[src/design/lbme_pkg.sv]
// Package: shared types and constants for the loss burst model estimator.
package lbme_pkg;

  localparam logic [7:0] GAP_DEFAULT = 8'd16;
  localparam int unsigned FRAC_W = 16;
  localparam int unsigned OUT_W = 32;

  typedef struct packed {
    logic [FRAC_W-1:0] good_to_bad_prob;
    logic [FRAC_W-1:0] bad_to_good_prob;
    logic [FRAC_W-1:0] good_receive_prob;
    logic [FRAC_W-1:0] bad_receive_prob;
    logic [3:0]        undefined_mask;
    logic [OUT_W-1:0]  burst_total;
    logic [OUT_W-1:0]  trace_length;
    logic              count_overflow;
  } result_t;

  typedef struct packed {
    logic sample_received;
    logic last_sample;
  } sample_t;

  // controller -> datapath
  typedef struct packed {
    logic step;      // update counters with the accepted beat
    logic finish;    // close the trace (final burst fixup)
    logic div_start; // load divider with fraction selected by div_sel
    logic [1:0] div_sel;
    logic div_step;  // one quotient bit
    logic div_store; // store finished quotient
    logic clear;     // clear trace state
  } dp_cmd_t;

  // datapath -> controller
  typedef struct packed {
    logic div_done;
  } dp_sts_t;

endpackage

[src/design/lbme_if.sv]
// Interfaces: valid/ready channels for samples and results.
interface lbme_sample_if;
  import lbme_pkg::*;
  logic    valid;
  logic    ready;
  sample_t data;
  modport source (output valid, output data, input ready);
  modport sink (input valid, input data, output ready);
endinterface

interface lbme_result_if;
  import lbme_pkg::*;
  logic    valid;
  logic    ready;
  result_t data;
  modport source (output valid, output data, input ready);
  modport sink (input valid, input data, output ready);
endinterface

[src/design/lbme_ctrl.sv]
// Controller: sequences per-sample updates, end-of-trace divisions, result beat.
module lbme_ctrl (
  input  logic               clk,
  input  logic               rst_n,
  input  logic               in_valid,
  output logic               in_ready,
  input  logic               in_last,
  output logic               out_valid,
  input  logic               out_ready,
  output lbme_pkg::dp_cmd_t  cmd,
  input  lbme_pkg::dp_sts_t  sts
);
  import lbme_pkg::*;

  typedef enum logic [4:0] {
    ST_RUN    = 5'b00001,
    ST_FINISH = 5'b00010,
    ST_LOAD   = 5'b00100,
    ST_DIV    = 5'b01000,
    ST_OUT    = 5'b10000
  } state_t;

  state_t state_r, state_nxt;
  logic [1:0] sel_r, sel_nxt;

  assign in_ready  = (state_r == ST_RUN);
  assign out_valid = (state_r == ST_OUT);

  always_comb begin
    state_nxt = state_r;
    sel_nxt = sel_r;
    cmd = '0;
    cmd.div_sel = sel_r;
    case (state_r)
      ST_RUN: begin
        if (in_valid) begin
          cmd.step = 1'b1;
          if (in_last) state_nxt = ST_FINISH;
        end
      end
      ST_FINISH: begin
        cmd.finish = 1'b1;
        sel_nxt = 2'd0;
        state_nxt = ST_LOAD;
      end
      ST_LOAD: begin
        cmd.div_start = 1'b1;
        state_nxt = ST_DIV;
      end
      ST_DIV: begin
        if (sts.div_done) begin
          cmd.div_store = 1'b1;
          if (sel_r == 2'd3) begin
            state_nxt = ST_OUT;
          end else begin
            sel_nxt = sel_r + 2'd1;
            state_nxt = ST_LOAD;
          end
        end else begin
          cmd.div_step = 1'b1;
        end
      end
      ST_OUT: begin
        if (out_ready) begin
          cmd.clear = 1'b1;
          state_nxt = ST_RUN;
        end
      end
      default: state_nxt = ST_RUN;
    endcase
  end

  always_ff @(posedge clk) begin
    if (!rst_n) begin
      state_r <= ST_RUN;
      sel_r <= 2'd0;
    end else begin
      state_r <= state_nxt;
      sel_r <= sel_nxt;
    end
  end
endmodule

[src/design/lbme_dp.sv]
// Datapath: burst tracking counters, shared restoring divider, result register.
module lbme_dp #(
  parameter int unsigned COUNT_WIDTH = 32
) (
  input  logic               clk,
  input  logic               rst_n,
  input  logic [7:0]         gap_minimum,
  input  lbme_pkg::sample_t  sample,
  input  lbme_pkg::dp_cmd_t  cmd,
  output lbme_pkg::dp_sts_t  sts,
  output lbme_pkg::result_t  result
);
  import lbme_pkg::*;

  localparam int unsigned CW = COUNT_WIDTH;
  localparam int unsigned QW = FRAC_W;
  localparam int unsigned CNTW = $clog2(QW + 1);
  localparam logic [CW-1:0] CMAX = {CW{1'b1}};
  localparam logic [CW-1:0] ONE = {{(CW-1){1'b0}}, 1'b1};

  logic [CW-1:0] pos_r, lost_r, ppos_r, lbp_r, bstart_r, bend_r, lbb_r, ltb_r;
  logic [CW-1:0] blen_r, blost_r, bcnt_r;
  logic pvalid_r, bopen_r, origin_r, ovf_r, ends_bad_r;

  logic [CW-1:0] gap;
  assign gap = CW'(((gap_minimum == 8'd0) ? GAP_DEFAULT : gap_minimum));

  // per-sample combinational view
  logic linked;
  assign linked = pvalid_r && ((pos_r - ppos_r - ONE) < gap);

  // end-of-trace fixup
  logic [CW-1:0] last_idx;
  logic ext;
  assign last_idx = (pos_r != '0) ? pos_r - ONE : '0;
  assign ext = bopen_r && ((last_idx - bend_r) < gap);

  always_ff @(posedge clk) begin
    if (!rst_n || cmd.clear) begin
      pos_r <= '0; lost_r <= '0; ppos_r <= '0; lbp_r <= '0;
      bstart_r <= '0; bend_r <= '0; lbb_r <= '0; ltb_r <= '0;
      blen_r <= '0; blost_r <= '0; bcnt_r <= '0;
      pvalid_r <= 1'b0; bopen_r <= 1'b0;
      origin_r <= 1'b0; ovf_r <= 1'b0; ends_bad_r <= 1'b0;
    end else if (cmd.step) begin
      if (pos_r == CMAX) begin
        ovf_r <= 1'b1;
      end else begin
        pos_r <= pos_r + ONE;
        if (!sample.sample_received) begin
          if (linked) begin
            if (!bopen_r) begin
              bopen_r <= 1'b1;
              bstart_r <= ppos_r;
              lbb_r <= lbp_r;
              if (bcnt_r == '0 && ppos_r == '0) origin_r <= 1'b1;
            end
            bend_r <= pos_r;
            ltb_r <= lost_r + ONE;
          end else if (bopen_r) begin
            blen_r <= blen_r + (bend_r - bstart_r + ONE);
            blost_r <= blost_r + (ltb_r - lbb_r);
            bcnt_r <= bcnt_r + ONE;
            bopen_r <= 1'b0;
          end
          ppos_r <= pos_r;
          lbp_r <= lost_r;
          pvalid_r <= 1'b1;
          lost_r <= lost_r + ONE;
        end
      end
    end else if (cmd.finish) begin
      if (bopen_r) begin
        blen_r <= blen_r + ((ext ? last_idx : bend_r) - bstart_r + ONE);
        blost_r <= blost_r + ((ext ? lost_r : ltb_r) - lbb_r);
        bcnt_r <= bcnt_r + ONE;
        bopen_r <= 1'b0;
        ends_bad_r <= ext || (bend_r == last_idx);
      end
    end
  end

  // fraction operands
  logic [CW-1:0] gb, bg, good_len, good_lost, p_den;
  assign gb = bcnt_r - ((bcnt_r != '0 && origin_r) ? ONE : '0);
  assign bg = bcnt_r - ((bcnt_r != '0 && ends_bad_r) ? ONE : '0);
  assign good_len = pos_r - blen_r;
  assign good_lost = lost_r - blost_r;
  assign p_den = good_len - ((!ends_bad_r && good_len != '0) ? ONE : '0);

  logic [CW-1:0] num, den;
  always_comb begin
    case (cmd.div_sel)
      2'd0: begin num = gb; den = p_den; end
      2'd1: begin num = bg; den = blen_r; end
      2'd2: begin num = good_len - good_lost; den = good_len; end
      default: begin num = blen_r - blost_r; den = blen_r; end
    endcase
  end

  // restoring divider: num < den so the remainder fits CW+1 bits
  logic [CW:0]     rem_r;
  logic [CW-1:0]   den_r;
  logic [QW-1:0]   quo_r;
  logic [CNTW-1:0] cnt_r;
  logic            sat_r, zero_r;
  logic [CW:0]     trial;
  assign trial = {rem_r[CW-1:0], 1'b0} - {1'b0, den_r};

  always_ff @(posedge clk) begin
    if (!rst_n) begin
      cnt_r <= '0;
    end else if (cmd.div_start) begin
      rem_r <= {1'b0, num};
      den_r <= den;
      quo_r <= '0;
      zero_r <= (den == '0);
      sat_r <= (num >= den);
      cnt_r <= CNTW'(QW);
    end else if (cmd.div_step) begin
      if (!trial[CW]) begin
        rem_r <= trial;
        quo_r <= {quo_r[QW-2:0], 1'b1};
      end else begin
        rem_r <= {rem_r[CW-1:0], 1'b0};
        quo_r <= {quo_r[QW-2:0], 1'b0};
      end
      cnt_r <= cnt_r - CNTW'(1);
    end
  end

  assign sts.div_done = (cnt_r == '0) || zero_r || sat_r;

  logic [QW-1:0] qval;
  assign qval = zero_r ? '0 : (sat_r ? {QW{1'b1}} : quo_r);

  always_ff @(posedge clk) begin
    if (!rst_n || cmd.clear) begin
      result.undefined_mask <= '0;
    end else if (cmd.div_store) begin
      case (cmd.div_sel)
        2'd0: result.good_to_bad_prob <= qval;
        2'd1: result.bad_to_good_prob <= qval;
        2'd2: result.good_receive_prob <= qval;
        default: result.bad_receive_prob <= qval;
      endcase
      result.undefined_mask[cmd.div_sel] <= zero_r;
    end
    if (cmd.finish) begin
      result.trace_length <= OUT_W'(pos_r);
      result.count_overflow <= ovf_r || ((CW > OUT_W) &&
        (({{OUT_W{1'b0}}, pos_r} >> OUT_W) != '0));
    end
    if (cmd.div_start && cmd.div_sel == 2'd0) begin
      result.burst_total <= OUT_W'(bcnt_r);
      if ((CW > OUT_W) && (({{OUT_W{1'b0}}, bcnt_r} >> OUT_W) != '0))
        result.count_overflow <= 1'b1;
    end
  end
endmodule

[src/design/loss_burst_model_estimator.sv]
// Top level: Gilbert-Elliott loss model estimator over a streamed packet trace.
// Throughput: one sample beat per cycle while the trace runs.
// After the last sample: one fixup step, then four Q0.16 divisions, each a load, 16 quotient
//   bits and a store (ending early on a zero or saturating fraction), before out_valid rises.
// The shared bit-serial divider runs the four divisions one after another.
// Reset (rst_n low, synchronous) clears all trace state; gap_minimum returns to 16.
module loss_burst_model_estimator #(
  parameter int unsigned COUNT_WIDTH = 32
) (
  input  logic       clk,
  input  logic       rst_n,
  lbme_sample_if.sink   in_ch,
  lbme_result_if.source out_ch,
  input  logic       cfg_we,
  input  logic [7:0] cfg_wdata
);
  import lbme_pkg::*;

  // gap minimum register; zero maps to the default inside the datapath
  logic [7:0] gap_r;
  always_ff @(posedge clk) begin
    if (!rst_n) gap_r <= GAP_DEFAULT;
    else if (cfg_we) gap_r <= cfg_wdata;
  end

  dp_cmd_t cmd;
  dp_sts_t sts;

  // controller holds in_ready low from the last beat until the result is taken
  lbme_ctrl u_ctrl (
    .clk       (clk),
    .rst_n     (rst_n),
    .in_valid  (in_ch.valid),
    .in_ready  (in_ch.ready),
    .in_last   (in_ch.data.last_sample),
    .out_valid (out_ch.valid),
    .out_ready (out_ch.ready),
    .cmd       (cmd),
    .sts       (sts)
  );

  lbme_dp #(.COUNT_WIDTH(COUNT_WIDTH)) u_dp (
    .clk         (clk),
    .rst_n       (rst_n),
    .gap_minimum (gap_r),
    .sample      (in_ch.data),
    .cmd         (cmd),
    .sts         (sts),
    .result      (out_ch.data)
  );
endmodule

[src/flat_wrapper.sv]
// flat-port wrapper written by rule: the top's interface ports become plain ports
module loss_burst_model_estimator_flat import lbme_pkg::*;
#(
  parameter int unsigned COUNT_WIDTH = 32
)
  (clk, rst_n, cfg_we, cfg_wdata, in_ch_valid, in_ch_data, in_ch_ready, out_ch_valid, out_ch_data, out_ch_ready);
  lbme_sample_if in_ch_i ();
  lbme_result_if out_ch_i ();
  input  logic clk;
  input  logic rst_n;
  input  logic cfg_we;
  input  logic [7:0] cfg_wdata;
  input wire logic [$bits(in_ch_i.valid)-1:0] in_ch_valid;
  input wire logic [$bits(in_ch_i.data)-1:0] in_ch_data;
  output wire logic [$bits(in_ch_i.ready)-1:0] in_ch_ready;
  output wire logic [$bits(out_ch_i.valid)-1:0] out_ch_valid;
  output wire logic [$bits(out_ch_i.data)-1:0] out_ch_data;
  input wire logic [$bits(out_ch_i.ready)-1:0] out_ch_ready;
  assign in_ch_i.valid = in_ch_valid;
  assign in_ch_i.data = in_ch_data;
  assign in_ch_ready = in_ch_i.ready;
  assign out_ch_valid = out_ch_i.valid;
  assign out_ch_data = out_ch_i.data;
  assign out_ch_i.ready = out_ch_ready;
  loss_burst_model_estimator #(.COUNT_WIDTH(COUNT_WIDTH)) u_core (.clk(clk), .rst_n(rst_n), .in_ch(in_ch_i), .out_ch(out_ch_i), .cfg_we(cfg_we), .cfg_wdata(cfg_wdata));
endmodule
[config.mk]
export PLATFORM = sky130hd
export DESIGN_NAME = loss_burst_model_estimator_flat
export DESIGN_NICKNAME = d
export VERILOG_FILES = /design/src/design/lbme_pkg.sv /design/src/design/lbme_if.sv /design/src/design/lbme_ctrl.sv /design/src/design/lbme_dp.sv /design/src/design/loss_burst_model_estimator.sv /design/src/flat_wrapper.sv
export SDC_FILE = /design/constraint.sdc
export NUM_CORES = 2
export LEC_CHECK = 0
export ABC_AREA = 1
export BUFFER_PORTS_ARGS = -buffer_cell sky130_fd_sc_hd__buf_2
export CAP_MARGIN = 5
export CORE_UTILIZATION = 65
export CTS_BUF_LIST = sky130_fd_sc_hd__clkbuf_16
export CTS_CLUSTER_DIAMETER = 80
export DETAILED_ROUTE_END_ITERATION = 10
export PLACE_DENSITY = 0.83
export SYNTH_ARGS = -nofsm -noshare
export SYNTH_HDL_FRONTEND = slang
export SYNTH_HIERARCHICAL = 1
export SYNTH_SLANG_ARGS = --single-unit
[constraint.sdc]
create_clock -name clk -period 8.6 [get_ports clk]
set_input_delay 1.29 -clock clk [delete_from_list [all_inputs] [get_ports clk]]
set_output_delay 1.29 -clock clk [all_outputs]
set_load 0.1 [all_outputs]
* Word level (Yosys, flattened, before mapping) *
Cells that the tools add are included.

cells by class
  $add $sub $neg = 27
  $lt $le $gt $ge = 5
  eq/ne operators = 18
  muxes and demuxes = 64
  bitwise logic cells = 7
  reductions and logical operators = 48

operators with widths
  operator                                                              number
  32-bit two-way mux                                                    26
  32-bit subtractor                                                     10
  32-bit by 1-bit adder with 32-bit output, second input constant       5
  32-bit adder                                                          4
  32-bit logical NOT                                                    3
  32-bit one-hot mux with 3 select lines                                1
  32-bit nonzero test                                                   3
  32-bit by 1-bit subtractor with 32-bit output                         3
  32-bit by 8-bit < comparator with 1-bit output                        2
  32-bit one-hot mux with 2 select lines                                1
  32-bit by 1-bit subtractor with 32-bit output, second input constant  2
  16-bit two-way mux                                                    3
  5-bit two-way mux                                                     7
  33-bit by 32-bit subtractor with 33-bit output                        1
  32-bit equality test                                                  1
  32-bit equality test, second input constant                           1
  32-bit >= comparator                                                  1
  5-bit one-hot mux with 5 select lines                                 1
  3-bit AND reduction                                                   8
  1-bit two-way mux                                                     18
  2-bit != test, second input constant                                  6
  4-bit AND reduction                                                   3
  6-bit AND reduction                                                   2
  2-bit nonzero test                                                    5
  other kinds (28)                                                      52

word-level totals
  bits in registers = 592
  bits of input ports = 15
  output and inout bits = 135
  word-level logic and storage cells = 203

* Depth between registers and ports, before layout *
  depth after elaboration = 12
  gate-level depth with buffers = 60
  gate-level depth less buffers = 59

* Hierarchy *
The synthesis kept the hierarchy.

modules (own cells, without submodules)
  module                      times used  cells an instance  area an instance (µm²)  seq. area each (µm²)
  lbme_dp                     1           7199               49705.2                 13663.1
  lbme_ctrl                   1           67                 462.9                   140.1
  loss_burst_model_estimator  1           50                 340.3                   160.2

* Worst setup path before layout *
No wires, ideal clock.

  kind = register to register
  start = register u_core.u_dp.pos_r[1]
  end = register u_core.u_dp.blost_r[22]
  setup time = 0.070 ns
  data arrival time = 6.975 ns
  data required time = 8.530 ns
  slack = 1.554 ns
  cell stages (with the launch flop) = 52
  buffers on the path = 3
  period minus slack after synthesis = 7.046 ns
  path through = dfxtp_1 > inv_1 > ha_1 > nand2_1 > nor2_1 > nand2_1 > nor2_1 > nand2_2 > inv_1 > clkbuf_1 > nor2_1 > ha_1 > nand2_1 > inv_1 > a21oi_1 > nand2_1 > xor2_1 > ha_1 > (+16 left out) > nand2_1 > a21oi_1 > o21ai_0 > nand2_1 > nand2_1 > a21oi_1 > o21ai_0 > nand2_1 > nand2_1 > nand3_1 > nand2_1 > a21oi_1 > o21ai_0 > a21oi_1 > o21ai_0 > o21ai_0 > nand2_1 > a21oi_1

between the ends
  word-level cells in the longest chain between the ends = 11
  elaborated cells on any way between the ends = 21
  those cells by class = add/sub (6); order compare (2); eq/ne (3); mux (5); reduce/logical (5)

ends and longest elaborated chain
  what                                                                                         RTL line       source
  from (decl)                                                                                  lbme_dp.sv:21  logic [CW-1:0] pos_r, lost_r, ppos_r, lbp_r, bstart_r, bend_r, lbb_r, ltb_r;
  from (signal assigned)                                                                       lbme_dp.sv:49  pos_r <= pos_r + ONE;
  32-bit by 1-bit subtractor with 32-bit output / 32-bit nonzero test (equally long branches)  lbme_dp.sv:35  assign last_idx = (pos_r != '0) ? pos_r - ONE : '0;
  32-bit two-way mux                                                                           lbme_dp.sv:35
  32-bit subtractor                                                                            lbme_dp.sv:36  assign ext = bopen_r && ((last_idx - bend_r) < gap);
  32-bit by 8-bit < comparator with 1-bit output                                               lbme_dp.sv:36
  1-bit logical AND                                                                            lbme_dp.sv:36
  32-bit two-way mux                                                                           lbme_dp.sv:75  blost_r <= blost_r + ((ext ? lost_r : ltb_r) - lbb_r);
  32-bit subtractor                                                                            lbme_dp.sv:75
  32-bit adder                                                                                 lbme_dp.sv:75
  32-bit two-way mux                                                                           lbme_dp.sv:73  if (bopen_r) begin
  32-bit two-way mux                                                                           lbme_dp.sv:72  end else if (cmd.finish) begin
  32-bit two-way mux                                                                           lbme_dp.sv:45  end else if (cmd.step) begin
  to (signal assigned)                                                                         lbme_dp.sv:62  blost_r <= blost_r + (ltb_r - lbb_r);
  to (signal assigned)                                                                         lbme_dp.sv:75
  to (decl)                                                                                    lbme_dp.sv:22  logic [CW-1:0] blen_r, blost_r, bcnt_r;

Several ways; a longest one is shown, not always the timed one. The select of a mux whose other input is x is not followed.
A chain may end at the register's enable or synchronous reset.

* Worst setup path after layout *
  start = register u_core.u_dp.blen_r[5]
  end = register u_core.u_dp.sat_r, data pin

between the ends
  word-level cells in the longest chain between the ends = 7
  elaborated cells on any way between the ends = 10
  those cells by class = add/sub (4); order compare (1); mux (3); reduce/logical (2)

ends and longest elaborated chain
  what                                           RTL line        source
  from (decl)                                    lbme_dp.sv:22
  from (signal assigned)                         lbme_dp.sv:61   blen_r <= blen_r + (bend_r - bstart_r + ONE);
  from (signal assigned)                         lbme_dp.sv:74   blen_r <= blen_r + ((ext ? last_idx : bend_r) - bstart_r + ONE);
  32-bit subtractor *                            lbme_dp.sv:87   assign good_len = pos_r - blen_r;
  32-bit nonzero test                            lbme_dp.sv:89   assign p_den = good_len - ((!ends_bad_r && good_len != '0) ? ONE : '0);
  1-bit logical AND                              lbme_dp.sv:89
  1-bit two-way mux                              lbme_dp.sv:89
  32-bit by 1-bit subtractor with 32-bit output  lbme_dp.sv:89
  32-bit one-hot mux with 2 select lines *       lbme_dp.sv:93   case (cmd.div_sel)
  via u_core.u_dp.den[6]                         lbme_dp.sv:91   logic [CW-1:0] num, den;
  32-bit >= comparator *                         lbme_dp.sv:118  sat_r <= (num >= den);
  to (signal assigned)                           lbme_dp.sv:118
  to (decl)                                      lbme_dp.sv:106  logic sat_r, zero_r;

Mark *: on every way through the listed nets, which the timed path passes. The rest lies on a longest branch.

==> results_dict.tcl <==
set metrics [dict create \
    synth_compound_area_frac 0.166 \
    r2r-end "u_core/u_dp/sat_r$_DFFE_PP_" \
    vias 52900 \
    cts_made_buffers 68 \
    avgSynthCellArea_sq_um 6.90 \
    leakagePower_nw 27.0 \
    dr.pass1.iters 9 \
    crit_required_ns 8.87 \
    total_power_w 0.0147 \
    drv_slew 0 \
    cts.sinks 592 \
    switching_share 0.504 \
    nFillCells 6092 \
    placed_cells 8378 \
    fin_crit_ns 8.35 \
    routedWlPerCell_microns 21.7 \
    crit_type "reg2reg" \
    die_x_microns 281 \
    via_per_inst 6.21 \
    fin_cells 8514 \
    htreeDepth 3 \
    placementRows 101 \
    cts_tree "done" \
    endpoint_kind "flip-flop" \
    synth_top_family_by_area "simple AND/OR/NAND/NOR gates" \
    io_pins 150 \
    ys_seq_elements 592 \
    yosys.area_share.adder 0.156 \
    synth_cell_types 83 \
    yosys.area_share.simple 0.257 \
    drc 0 \
    synth_area_leaders "dfxtp_1, nand2_1, edfxtp_1" \
    skew_ns 0.0522 \
    reg2reg_depth 39 \
    synth_nets 7865 \
    drive_gt1_frac 0.0795 \
    grt_pass1_wl_microns 277000 \
    setup_violations 0 \
    holdBufCountCts 0 \
    min-delay-start "u_core/u_dp/lbp_r[16]$_SDFFE_PP0P_" \
    synth-edff-count 211 \
    worst_pin_slew_ns 1.38 \
    core_sq_um 76500 \
    ys_warn_count 6 \
    cts_root_buf "clkbuf_16" \
    yosysTopAreaCell "dfxtp_1" \
    power_density_nw_per_um2 267 \
    holdWs_ns 0.461 \
    synth_top_flop_cell "dfxtp_1" \
    arrival_ns 8.63 \
    grt_overflow 0 \
    gp_congestion 1.07 \
    slowest_delay_ns 1.11 \
    finalWorstSetupSlack_ns 0.247 \
    slew_headroom 0.0678 \
    cts_buffer_depth 3 \
    switchingPower_w 0.00740 \
    synth_top_area_frac 0.151 \
    totalWireLength_microns 185000 \
    pwr-share-seq 0.215 \
    power.share.combinational 0.576 \
    synth_cells 7316 \
    p_int_w 0.00730 \
    hold_depth 2 \
    critPathMaxFanout 6 \
    clkSlewWorstSetupHoldPaths_ns 0.07 \
    initial_core_util 0.661 \
    crit_slowest_cell "o41ai_1" \
    fmax_mhz 120 \
    die-height_microns 281 \
    r2r_slack_ns 0.25 \
    cp_common_cell "nand2_1" \
    synthXorXnorAreaFrac 0.0351 \
    cap_violations 0 \
    hpwl_microns 139000 \
    synth.most_common_cell "nand2_1" \
    grtUsageTotal 0.458 \
    synth_mux_area_frac 0 \
    antenna_left 0 \
    fin_crit_sh 0.971 \
    clk_latency_ns 0.67 \
    antenna_found_initial 6 \
    syn2layout_area_growth_pct 8.77 \
    drt_iter0_drc 7046 \
    grt_max_degree 109 \
    status "finished clean" \
    ys_seq_area_frac 0.276 \
    synth.top_cells.by_count "nand2_1, inv_1, a21oi_1, nor2_1, o21ai_0" \
    grt_pass1_vias 48300 \
    ir_drop_mv 0.223 \
    pre_cts_ws_ns 0.134 \
    synth.cell_area_sq_um 50500 \
    p_clk_frac 0.209 \
    final_cell_area_sq_um 54900 \
    reg2reg_from "u_core/u_dp/blen_r[5]$_SDFFE_PP0P_" \
    dieArea_sq_um 78800 \
    hold_viol 0 \
    layout.nets 7974 \
    start_kind "flip-flop" \
    place_area_sq_um 52400 \
    synthArstFlopShare 0 \
    portBuffers 149 \
    holdCritPathClass "reg2reg" \
    min_to "u_core/u_dp/lbb_r[16]$_SDFFE_PP0P_" \
]
[cell usage in the layout, fill, tap and decap left out, types with 20 or more instances in the layout]
cell,synthesis,final
a211oi_1,22,21
nor3_1,107,107
nor2_2,27,31
ha_1,374,373
xor2_1,134,134
nor4_1,40,39
buf_4,8,92
a31oi_1,40,40
dfxtp_1,381,379
o21ai_1,27,29
nor2_1,570,559
o21ai_0,446,440
fa_1,160,160
nand2_2,54,57
nand3_1,355,354
a21o_1,27,27
buf_2,45,149
inv_1,1185,1192
a21oi_1,783,776
nand4_1,96,96
edfxtp_1,211,211
clkbuf_16,0,71
o21bai_1,20,20
nand2_1,1711,1707
o21a_1,31,31
inv_2,31,33
xnor2_1,57,57
a21oi_2,20,25
[per-stage QoR]
stage | utilization | setup TNS, ns
final | 0.719 | 0
after global routing | 0.719 | -0.0509
after CTS | 0.716 | 0
after detailed placement | 0.685 | 0
after global placement | 0.685 | 0
after floorplan | - | 0
[power groups by stage]
stage / registers (W) / logic [W] / clock network [W]
final: 0.00316 / 0.00847 / 0.00307
after global placement: 0.00320 / 0.00780 / 0
after floorplan: 0.00325 / 0.00553 / 0
after CTS: 0.00315 / 0.00798 / 0.00308
after global routing: 0.00316 / 0.00915 / 0.00318
after detailed placement: 0.00321 / 0.00790 / 0
[layout make-up]
cell class,instances,area (sq um),area share
Antenna cell,3,7.51,0.000137
Clock buffer,71,1780,0.0323
Clock inverter,55,588,0.0107
Inverter,1222,4600,0.0837
Multi-Input combinational cell,5296,31200,0.568
Sequential cell,592,14000,0.254
Tap cell,1030,1290,0.0235
Timing Repair Buffer,245,1510,0.0274
[logic make-up after synthesis]
group           count (synthesis)
buf+inv                      1429
compound gates               1515
simple gates                 3049
xor+xnor                      197
fa+ha+maj                     534
flops                         592
[critical path: cells and delay by family, from the launching register on]
family / cells / cell delay (ns)
AO/OA/AOI/OAI: 9 / 2.48
buffers and inverters: 6 / 0.65
adder cells (fa/ha/maj): 4 / 1.27
flip-flops: 1 / 0.55
AND/OR/NAND/NOR: 20 / 3.02
[per-layer routing]
metal,part of all wire,GRT usage
met5,0.00068,0.0100
met4,0.067,0.279
met3,0.13,0.116
met2,0.42,0.689
met1,0.38,0.589
[registers in the layout, indices dropped and copies added (netlist names), 2 cells and up]
name                   cells
u_core/u_dp/rem_r         32
u_core/u_dp/lbp_r         32
u_core/u_dp/ppos_r        32
u_core/u_dp/blost_r       32
u_core/u_dp/cnt_r          5
u_core/u_dp/pos_r         32
u_core/u_dp/lbb_r         32
u_core/u_ctrl/sel_r        2
u_core/u_dp/result       133
u_core/u_dp/lost_r        32
u_core/u_dp/den_r         32
u_core/u_dp/quo_r         16
u_core/u_dp/bend_r        32
u_core/u_dp/bstart_r      32
u_core/u_dp/blen_r        32
u_core/u_dp/ltb_r         32
u_core/u_ctrl/state_r      5
u_core/gap_r               8
u_core/u_dp/bcnt_r        32
[how the worst max path moves through the flow]
| stage | start | endpoint | cells after the start |
|---|---|---|---|
| 2_1_floorplan | u_core/u_dp/pos_r[1]$_SDFFE_PP0P_ | u_core/u_dp/blost_r[22]$_SDFFE_PP0P_ | 51 |
| 5_1_grt | u_core/u_dp/pos_r[0]$_SDFFE_PP0P_ | u_core/u_dp/blost_r[24]$_SDFFE_PP0P_ | 59 |
| 4_1_cts | u_core/u_dp/pos_r[18]$_SDFFE_PP0P_ | u_core/u_dp/blen_r[30]$_SDFFE_PP0P_ | 48 |
| 3_5_place_dp | u_core/u_dp/pos_r[18]$_SDFFE_PP0P_ | u_core/u_dp/blen_r[30]$_SDFFE_PP0P_ | 48 |
| 3_3_place_gp | u_core/u_dp/pos_r[16]$_SDFFE_PP0P_ | u_core/u_dp/blen_r[28]$_SDFFE_PP0P_ | 48 |
| 6_report | u_core/u_dp/blen_r[5]$_SDFFE_PP0P_ | u_core/u_dp/sat_r$_DFFE_PP_ | 39 |
[what timing repair did]
item                                    4_1_cts  5_1_grt
setup buffers                                 0        6
endpoints found under the hold margin         0        0
gates resized for setup                       0       41
endpoints found under the setup margin        0       31
Power figures use the tool's default switching activity.
